[src/ptd_pkg.sv]
// Package for the periodic task dispatcher: entry, control and result types and codes.
`default_nettype none
package ptd_pkg;

  localparam logic [2:0] CMD_TICK   = 3'd0;
  localparam logic [2:0] CMD_ADD    = 3'd1;
  localparam logic [2:0] CMD_REMOVE = 3'd2;
  localparam logic [2:0] CMD_ENABLE = 3'd3;
  localparam logic [2:0] CMD_RUN    = 3'd4;

  localparam logic [2:0] ST_DONE     = 3'd0;
  localparam logic [2:0] ST_REJECT   = 3'd1;
  localparam logic [2:0] ST_BADSLOT  = 3'd2;
  localparam logic [2:0] ST_DISPATCH = 3'd3;
  localparam logic [2:0] ST_NONE     = 3'd4;

  // Dispatches allowed in one scan
  localparam int MAX_RESULTS = 8;

  typedef struct packed {
    logic [7:0]  tag;
    logic [31:0] period;
    logic [31:0] next_run;
    logic        en;
  } entry_t;

  typedef struct packed {
    logic shift;
    logic load;
    logic set_en;
    logic en_val;
  } cell_ctrl_t;

  typedef struct packed {
    logic [2:0]  status;
    logic [2:0]  slot;
    logic [7:0]  tag;
    logic        last;
    logic [31:0] tick;
    logic [3:0]  count;
  } result_t;

  typedef enum logic [1:0] {
    S_IDLE,
    S_SCAN,
    S_FLUSH
  } state_t;

endpackage
`default_nettype wire

[src/periodic_task_dispatcher.sv]
// Top level of the periodic task dispatcher: command decode, scan sequencer and result register.
//
// Input channel (in_valid/in_ready) carries one command item: tick, add, remove,
// set enable or run scan. Output channel (out_valid/out_ready) carries result items.
// Tick, add, remove, set enable and unused codes give a single result, which is registered
// and shown the cycle after the item is accepted. A run scan rotates the whole
// chain of TABLE_DEPTH cells once through the head cell, one entry a cycle
// unless the scan stalls, then registers the closing result in the flush
// state. Each due task gives one result, up to MAX_RESULTS per scan, the last
// one marked by last; with nothing due a single none-due result is given.
// The rotation of the chain sets the scan length. A new item is taken only when
// the sequencer is idle and the result register is empty or being emptied.
// When the receiver stalls, the scan holds on a due entry while one dispatch is
// already waiting behind a full result register; results are never dropped.
// Reset clears every table entry, the task count and the tick counter at once.
`default_nettype none
module periodic_task_dispatcher
  import ptd_pkg::*;
#(
  parameter int TABLE_DEPTH = 8
) (
  input  wire logic        clk,
  input  wire logic        rst,
  input  wire logic        in_valid,
  output logic             in_ready,
  input  wire logic [2:0]  cmd,
  input  wire logic [7:0]  task_tag,
  input  wire logic [31:0] period,
  input  wire logic [31:0] start_offset,
  input  wire logic [2:0]  slot,
  input  wire logic        enable_flag,
  output logic             out_valid,
  input  wire logic        out_ready,
  output logic [2:0]       status,
  output logic [2:0]       out_slot,
  output logic [7:0]       out_tag,
  output logic             last,
  output logic [31:0]      tick_now,
  output logic [3:0]       count_now
);

  localparam int CNT_W = $clog2(TABLE_DEPTH + 1);
  localparam int IDX_W = (TABLE_DEPTH > 1) ? $clog2(TABLE_DEPTH) : 1;
  localparam int CMP_W = CNT_W + 3;

  entry_t     cells_q [TABLE_DEPTH];
  entry_t     nb_in   [TABLE_DEPTH];
  cell_ctrl_t ctrl    [TABLE_DEPTH];
  entry_t     load_data;
  entry_t     head_upd;
  entry_t     tail_in;
  logic       head_due;
  logic       head_active;

  state_t           state, state_next;
  logic [IDX_W-1:0] idx, idx_next;
  logic [3:0]       n_disp, n_disp_next;
  logic [CNT_W-1:0] count, count_next;
  logic [31:0]      tick, tick_next;
  result_t          out_res, out_res_next;
  logic             out_valid_next;
  result_t          pend, pend_next;
  logic             pend_valid, pend_valid_next;

  logic             accept;
  logic             out_free;
  logic             rotate;
  logic             stall;
  logic             slot_ok;
  logic             add_ok;
  logic [CMP_W-1:0] slot_w;
  logic [CMP_W-1:0] count_w;
  logic [IDX_W+2:0] idx_ext;
  logic [CNT_W+3:0] count_ext;
  result_t          res_single;
  result_t          res_disp;

  // Chain of cells; the tail is fed by the head during a scan, by zero on remove
  for (genvar k = 0; k < TABLE_DEPTH; k++) begin : g_cell
    if (k == TABLE_DEPTH - 1) begin : g_tail
      assign nb_in[k] = tail_in;
    end else begin : g_mid
      assign nb_in[k] = cells_q[k+1];
    end

    always_comb begin
      ctrl[k].shift  = rotate ||
                       (accept && (cmd == CMD_REMOVE) && slot_ok &&
                        (CMP_W'(k) >= slot_w));
      ctrl[k].load   = accept && (cmd == CMD_ADD) && add_ok && (CMP_W'(k) == count_w);
      ctrl[k].set_en = accept && (cmd == CMD_ENABLE) && slot_ok && (CMP_W'(k) == slot_w);
      ctrl[k].en_val = enable_flag;
    end

    ptd_cell u_cell (
      .clk       (clk),
      .rst       (rst),
      .ctrl      (ctrl[k]),
      .load_data (load_data),
      .nb_in     (nb_in[k]),
      .q         (cells_q[k])
    );
  end

  ptd_head u_head (
    .head   (cells_q[0]),
    .tick   (tick),
    .active (head_active),
    .due    (head_due),
    .upd    (head_upd)
  );

  always_comb begin
    slot_w      = CMP_W'(slot);
    count_w     = CMP_W'(count);
    idx_ext     = {3'b000, idx};
    count_ext   = {4'b0000, count};
    slot_ok     = slot_w < count_w;
    add_ok      = (count_w < CMP_W'(TABLE_DEPTH)) && (task_tag != 8'd0);
    out_free    = !out_valid || out_ready;
    in_ready    = (state == S_IDLE) && out_free;
    accept      = in_valid && in_ready;
    head_active = (CNT_W'(idx) < count) && (n_disp < 4'(MAX_RESULTS));
    stall       = head_due && pend_valid && !out_free;
    rotate      = (state == S_SCAN) && !stall;
    tail_in     = (state == S_SCAN) ? head_upd : '0;

    load_data.tag      = task_tag;
    load_data.period   = period;
    load_data.next_run = tick + start_offset;
    load_data.en       = 1'b1;

    res_single        = '0;
    res_single.status = ST_DONE;
    res_single.last   = 1'b1;
    res_single.tick   = tick;
    res_single.count  = count_ext[3:0];
    count_next        = count;
    tick_next         = tick;

    unique case (cmd)
      CMD_TICK: begin
        if (accept) tick_next = tick + 32'd1;
        res_single.tick = tick + 32'd1;
      end
      CMD_ADD: begin
        if (add_ok) begin
          res_single.slot  = count_ext[2:0];
          res_single.count = 4'(count_ext + (CNT_W+4)'(1));
          if (accept) count_next = count + CNT_W'(1);
        end else begin
          res_single.status = ST_REJECT;
        end
      end
      CMD_REMOVE: begin
        if (slot_ok) begin
          res_single.count = 4'(count_ext - (CNT_W+4)'(1));
          if (accept) count_next = count - CNT_W'(1);
        end else begin
          res_single.status = ST_BADSLOT;
        end
      end
      CMD_ENABLE: begin
        if (!slot_ok) res_single.status = ST_BADSLOT;
      end
      default: begin
      end
    endcase

    res_disp        = '0;
    res_disp.status = ST_DISPATCH;
    res_disp.slot   = idx_ext[2:0];
    res_disp.tag    = cells_q[0].tag;
    res_disp.tick   = tick;
    res_disp.count  = count_ext[3:0];

    state_next      = state;
    idx_next        = idx;
    n_disp_next     = n_disp;
    pend_next       = pend;
    pend_valid_next = pend_valid;
    out_res_next    = out_res;
    out_valid_next  = out_valid && !out_ready;

    unique case (state)
      S_IDLE: begin
        if (accept) begin
          if (cmd == CMD_RUN) begin
            state_next      = S_SCAN;
            idx_next        = '0;
            n_disp_next     = 4'd0;
            pend_valid_next = 1'b0;
          end else begin
            out_res_next   = res_single;
            out_valid_next = 1'b1;
          end
        end
      end
      S_SCAN: begin
        if (!stall) begin
          // Hold one dispatch back so the final one can carry last
          if (head_due) begin
            if (pend_valid) begin
              out_res_next   = pend;
              out_valid_next = 1'b1;
            end
            pend_next       = res_disp;
            pend_valid_next = 1'b1;
            n_disp_next     = n_disp + 4'd1;
          end
          if (idx == IDX_W'(TABLE_DEPTH - 1)) begin
            state_next = S_FLUSH;
          end else begin
            idx_next = idx + IDX_W'(1);
          end
        end
      end
      S_FLUSH: begin
        if (out_free) begin
          if (pend_valid) begin
            out_res_next      = pend;
            out_res_next.last = 1'b1;
          end else begin
            out_res_next        = '0;
            out_res_next.status = ST_NONE;
            out_res_next.last   = 1'b1;
            out_res_next.tick   = tick;
            out_res_next.count  = count_ext[3:0];
          end
          out_valid_next  = 1'b1;
          pend_valid_next = 1'b0;
          state_next      = S_IDLE;
        end
      end
      default: begin
        state_next = S_IDLE;
      end
    endcase
  end

  always_ff @(posedge clk) begin
    if (rst) begin
      state      <= S_IDLE;
      idx        <= '0;
      n_disp     <= 4'd0;
      count      <= '0;
      tick       <= 32'd0;
      out_valid  <= 1'b0;
      pend_valid <= 1'b0;
    end else begin
      state      <= state_next;
      idx        <= idx_next;
      n_disp     <= n_disp_next;
      count      <= count_next;
      tick       <= tick_next;
      out_valid  <= out_valid_next;
      pend_valid <= pend_valid_next;
    end
  end

  always_ff @(posedge clk) begin
    out_res <= out_res_next;
    pend    <= pend_next;
  end

  assign status    = out_res.status;
  assign out_slot  = out_res.slot;
  assign out_tag   = out_res.tag;
  assign last      = out_res.last;
  assign tick_now  = out_res.tick;
  assign count_now = out_res.count;

endmodule
`default_nettype wire

[src/ptd_cell.sv]
// One table entry of the task chain: hold, take the neighbour's entry, load or set enable.
`default_nettype none
module ptd_cell
  import ptd_pkg::*;
(
  input  wire logic       clk,
  input  wire logic       rst,
  input  wire cell_ctrl_t ctrl,
  input  wire entry_t     load_data,
  input  wire entry_t     nb_in,
  output entry_t          q
);

  always_ff @(posedge clk) begin
    if (rst) begin
      q <= '0;
    end else begin
      priority if (ctrl.shift) begin
        q <= nb_in;
      end else if (ctrl.load) begin
        q <= load_data;
      end else if (ctrl.set_en) begin
        q.en <= ctrl.en_val;
      end
    end
  end

endmodule
`default_nettype wire

[src/ptd_head.sv]
// Due test and reschedule of the entry at the head of the chain.
`default_nettype none
module ptd_head
  import ptd_pkg::*;
(
  input  wire entry_t      head,
  input  wire logic [31:0] tick,
  input  wire logic        active,
  output logic             due,
  output entry_t           upd
);

  logic [31:0] diff;

  always_comb begin
    diff = tick - head.next_run;
    due  = active && head.en && (head.tag != 8'd0) && !diff[31];
    upd  = head;
    if (due) begin
      upd.next_run = tick + head.period;
    end
  end

endmodule
`default_nettype wire

[config.mk]
export PLATFORM = sky130hd
export DESIGN_NAME = periodic_task_dispatcher
export DESIGN_NICKNAME = d
export VERILOG_FILES = /design/src/ptd_pkg.sv /design/src/periodic_task_dispatcher.sv /design/src/ptd_cell.sv /design/src/ptd_head.sv
export SDC_FILE = /design/constraint.sdc
export NUM_CORES = 2
export LEC_CHECK = 0
export BUFFER_PORTS_ARGS = -buffer_cell sky130_fd_sc_hd__buf_2
export CORE_ASPECT_RATIO = 0.75
export CORE_MARGIN = 5
export CORE_UTILIZATION = 45
export DETAILED_ROUTE_END_ITERATION = 7
export GPL_ROUTABILITY_DRIVEN = 0
export SYNTH_ARGS = -nofsm -noshare
export SYNTH_HDL_FRONTEND = slang
export SYNTH_SLANG_ARGS = --single-unit
[constraint.sdc]
create_clock -name clk -period 11.45 [get_ports clk]
set_input_delay 0 -clock clk [delete_from_list [all_inputs] [get_ports clk]]
set_output_delay 0 -clock clk [all_outputs]
set_load 0.01 [all_outputs]
### Word level (Yosys, flattened, before mapping)

Cells that the tools add are included.

* flip-flop bits (word level): 729
* bits of input ports: 83
* output and inout port bits: 53
* logic and storage cells: 280

* add/subtract/negate cells: 10
* $lt $le $gt $ge: 12
* eq/ne operators: 34
* muxes and demuxes: 85
* bitwise gates (word level): 1
* reduce and logical (&&, ||, !) cells: 89

Operators with widths (number)
* two-way mux 73 bit: 9
* two-way mux 72 bit: 8
* two-way mux 51 bit: 7
* one-hot mux 51 bit (3 select lines): 1
* adder 32 bit: 2
* two-way mux 32 bit: 2
* logical AND 1 bit: 41
* two-way mux 4 bit: 10
* adder 32 x 1 -> 32 bit (second input constant): 1
* subtractor 32 bit: 1
* two-way mux 1 bit: 28
* nonzero test 3 bit: 9
* one-hot mux 4 bit (2 select lines): 3
* != test 2 bit (second input constant): 11
* AND reduction 5 bit: 4
* nonzero test 2 bit: 10
* two-way mux 3 bit: 6
* equality test 3 x 4 -> 1 bit (first input constant): 4
* nonzero test 8 bit: 2
* logical NOT 7 bit: 2
* adder 4 x 1 -> 4 bit (second input constant): 3
* equality test 3 bit (first input constant): 4
* >= comparator 3 bit (first input constant): 4
* two-way mux 2 bit: 6
* other kinds (29): 53

### Longest topological paths before layout

* word-level depth: 11
* depth in mapped cells: 15

### Cells and area by module

Synthesis repeated with hierarchy kept, for this count alone.

* cell total of the unflattened synthesis: 3983
* area total of the unflattened synthesis: 41870.2 um^2

Modules (own cells, without submodules)
* ptd_cell: instances 8, cells an instance 318, area an instance 3696.0 um^2, sequential area each 1461.4 um^2
* periodic_task_dispatcher: instances 1, cells an instance 1003, area an instance 9147.5 um^2, sequential area each 3883.7 um^2
* ptd_head: instances 1, cells an instance 436, area an instance 3154.3 um^2, sequential area each 0.0 um^2

### Worst setup path after synthesis

OpenSTA, ideal clock, no wires.

* kind: register -> register
* start point: reg tick[11]
* end point: reg out_res, in the netlist count_now[0], enable pin
* library setup time: 0.732 ns
* data arrival time: 10.102 ns
* required time: 10.718 ns
* setup slack: 0.616 ns
* stages on the path, launching flop included: 11
* buffers on the path: 0
* cell sequence: dfxtp_1 > ha_1 > a211oi_1 > o21ai_0 > a31oi_1 > o21ai_1 > a41o_2 > mux2i_1 > nor2_2 > a21oi_1 > a2111oi_0

* word-level cells in the longest chain between the ends: 7
* elaborated cells between the ends (all ways): 8
* classes of those cells: 1 x add/sub; 2 x eq/ne; 5 x reduce/logical

Ends and longest elaborated chain
* from (decl): RTL line periodic_task_dispatcher.sv:59 `logic [31:0] tick, tick_next;`
* from (signal assigned): RTL line periodic_task_dispatcher.sv:255 `tick <= tick_next;`
* subtractor 32 bit *: RTL line ptd_head.sv:16 `diff = tick - head.next_run;`
* logical NOT 1 bit *: RTL line ptd_head.sv:17 `due = active && head.en && (head.tag != 8'd0) && !diff[31];`
* logical AND 1 bit *: RTL line ptd_head.sv:17
* logical AND 1 bit (2 in series): RTL line periodic_task_dispatcher.sv:124 `stall = head_due && pend_valid && !out_free;`
* != test 2 bit (no source line)
* AND reduction 7 bit (no source line) *
* to (signal assigned): RTL line periodic_task_dispatcher.sv:262 `out_res <= out_res_next;`
* to (decl): RTL line periodic_task_dispatcher.sv:60 `result_t out_res, out_res_next;`

Mark *: on every way between the ends. The rest lies on a longest branch, timed or not.
A chain may end at the register's enable or synchronous reset.

### Worst setup path in the final report

* start point: reg tick[8]
* end point: reg g_cell[2].u_cell.q[68] (netlist bit)

* word-level cells in the longest chain between the ends: 9
* elaborated cells between the ends (all ways): 10
* classes of those cells: 1 x add/sub; 1 x mux; 8 x reduce/logical

Ends and longest elaborated chain
* subtractor 32 bit *: RTL line ptd_head.sv:16
* logical NOT 1 bit *: RTL line ptd_head.sv:17
* logical AND 1 bit *: RTL line ptd_head.sv:17
* logical AND 1 bit * (2 in series): RTL line periodic_task_dispatcher.sv:124
* logical NOT 1 bit *
* logical AND 1 bit *: RTL line periodic_task_dispatcher.sv:125 `rotate = (state == S_SCAN) && !stall;`
* logical OR 1 bit *: RTL line periodic_task_dispatcher.sv:87 `ctrl[k].shift = rotate ||`
* two-way mux 73 bit / nonzero test 2 bit (equally long branches)
* to (signal assigned): RTL line ptd_cell.sv:19 `q <= nb_in;`
* to (signal assigned): RTL line ptd_cell.sv:21 `q <= load_data;`
* to (decl): RTL line ptd_cell.sv:11 `output entry_t q`

Marked as above.

==> impl_metrics.toml <==
[outcome]
outcome = "completed"

[sta]
worst_pin_slew_ns = 1.44
finalHoldViolCount = 0
period_needed_ns = 5.91
timing.fmax_ghz = 0.169
slew_headroom_pct = 3.42
fin_worst_skew_ns = 0.0296
drv_slew = 0
grt_setup_unrepaired = "false"
finalSetupTns_ns = 0
fin_crit_sh_pct = 51.6
setup_viol_count_final = 0

[die]
die_x_um = 338
fp.dieH_um = 256
initial_core_util_pct = 45.2
ios = 136
die_area_um2 = 86400
core_um2 = 80200
rows = 90

[clock_network]
root_buffer = "clkbuf_16"
cts_setup_buffers = 0
cts_buffers = 76
clockBufferDepth = 3
h-tree-depth = 3
clock_sink_count = 729
cts.repair.resized = 0
cts_tree = "done"
clkTransAtPathRegs_ns = 0.07
clk_latency_ns = 0.65

[grt]
grt_pass1_wl_um = 199000
overflow = 0
grt_max_degree = 127
grt_pass1_vias = 31400
antenna_found_initial = 5
grt_use_total_pct = 29.3

[yosys]
yosysTopAreaCellShare_pct = 34.8
synth-async-reset-ratio_pct = 0
synth_common_cells = "nand2_1, nor2_1, dfxtp_1, a311oi_1, clkbuf_1"
yosysTopAreaCell = "dfxtp_1"
yosys_warnings = 0
ys_ff_latch = 729
syn-cell-area_um2 = 36300
syn_nets = 4783
synth_ff_type = "dfxtp_1"
post-synth-top-count-cell = "nand2_1"
ys_types = 91
synth_area_leaders = "dfxtp_1, nand2_1, a311oi_1"
ys_seq_area_share_pct = 43.0
synth_edf_count = 98
synthCells = 4587
syn_area_per_cell_um2 = 7.90

[critical_path]
crit_type = "flop to flop"
crit_path_max_fanout = 76
crit_required_ns = 11.98
worstSetupEndpointType = "flop"
startpoint_type = "flop"
arrival_ns = 6.43

[placement]
dp.cells = 5445
io_buffers = 135
hpwl_um = 82500

[drt]
wl_per_cell_um = 23.2
drt-total-wl_um = 131000
vias = 34300
vias_per_cell = 6.10
ant_nets = 0
drtPass1Iterations = 6
drc_errors = 0
first_iter_violations = 4041

[final_layout]
syn2layout_area_growth_pct = 11.4
fin_cells = 5631
drive_above_1_share_pct = 8.38
num-nets-final = 4711

[worst_hold_path]
min_path_type = "input port to flop"

[run]
maxCapViolCount = 0

[power_and_ir_drop]
p_per_area_nw_per_um2 = 148
peakVddDrop_mv = 0.103
leakage_nw = 15.3
-- registers in the layout, indices dropped and copies added, names as in the netlist --
signal / flops
count: 4
n_disp: 4
tick: 32
tick_now: 32
g_cell.u_cell.q: 584
last: 1
pend: 47
out_tag: 8
count_now: 4
out_slot: 3
state: 2
idx: 3
out_valid: 1
status: 3
pend_valid: 1
-- repair_timing --
item                                   4_1_cts  5_1_grt
setup endpoints to repair                    0        0
hold buffers                                50        0
endpoints found under the hold margin      348        0
-- worst paths after layout --
path | start | to | slack, ns | depth (start not counted)
worst max-delay path | tick[8]$_SDFFE_PP0P_ | g_cell[2].u_cell.q[68]$_SDFFE_PP0P_ | 5.54 | 14
worst min register to register | g_cell[3].u_cell.q[32]$_SDFFE_PP0P_ | g_cell[2].u_cell.q[32]$_SDFFE_PP0P_ | 0.44 | 2
worst min-delay path | slot[1] | g_cell[7].u_cell.q[0]$_SDFFE_PP0P_ | 0.09 | 4
worst max register to register | tick[8]$_SDFFE_PP0P_ | g_cell[2].u_cell.q[68]$_SDFFE_PP0P_ | 5.54 | 14
-- metal layers --
metal  GRT usage, %  vias up  wire length, um
met5              0        -               13
li1               -    16100                -
met4           8.60        2             4070
met3           5.84      239            12900
met1           44.5    16500            60200
met2           41.9     1544            53600
-- metrics by stage --
| stage | power (mW) | hold slack, ns | utilization (%) | cell area [um^2] | worst slack [ns] |
|---|---|---|---|---|---|
| after CTS | 5.99 | 0.0249 | 50.4 | 40400 | 5.72 |
| final | 5.97 | 0.0901 | 50.4 | 40400 | 5.54 |
| after floorplan | 3.18 | 0.240 | - | 36300 | 0.616 |
| after detailed placement | 3.37 | 0.352 | 46.5 | 37300 | 5.74 |
| after global placement | 3.37 | 0.343 | 46.5 | 37300 | 5.90 |
| after global routing | 6.16 | 0.0790 | 50.4 | 40400 | 5.36 |
-- power breakdown --
part | switching [mW] | leakage, nW | internal [mW] | total, mW
Sequential | 0.0838 | 6.14 | 2.71 | 2.80
Combinational | 0.366 | 7.86 | 0.182 | 0.547
Clock | 1.10 | 1.27 | 1.52 | 2.63
Total | 1.55 | 15.3 | 4.42 | 5.97
-- area by class of cell --
type,count,area [um^2]
Fill cell,7872,39800
Multi-Input combinational cell,3397,19000
Sequential cell,729,15600
Clock buffer,103,2180
Timing Repair Buffer,251,1680
Tap cell,1058,1320
Clock inverter,32,415
Inverter,60,225
Antenna cell,1,2.50
-- cell usage in the layout (no fill, tap or decap), types with 19 or more instances in the layout --
cell,count
nand2b_1,23
buf_4,66
inv_1,59
mux2i_1,24
o21ai_0,146
clkbuf_16,78
xnor2_1,41
nor3_1,101
a211oi_1,162
a21o_1,32
dfxtp_1,631
edfxtp_1,98
nand2_1,1026
or3_1,27
nand3_1,33
nor2_1,753
a311oi_1,385
and2_1,19
ha_1,111
o21ai_1,19
xor2_1,33
a21oi_1,193
buf_2,134
o211ai_1,31
dlygate4sd3_1,50
-- worst max-delay path, stage by stage, from the launching register on --
cell	delay [ns]
dfxtp_1	0.71
ha_1	0.37
a21o_1	0.16
a21o_1	0.18
a31oi_1	0.15
o21ai_1	0.12
a41o_2	0.31
mux2_2	0.84
a21oi_4	0.07
buf_4	0.44
a21oi_4	0.72
buf_4	0.49
buf_4	0.73
nor2_1	0.09
a311oi_1	0.26
-- cell families after synthesis --
kind of cell,after synthesis,synth area share (%)
AO/OA/AOI/OAI,1096,22.1
XOR/XNOR,76,1.88
adder cells (fa/ha/maj),113,3.94
buffers and inverters,461,5.05
flip-flops,729,43.0
multiplexers,28,0.794
AND/OR/NAND/NOR,2084,23.3
(Power assumes the default switching activity.)
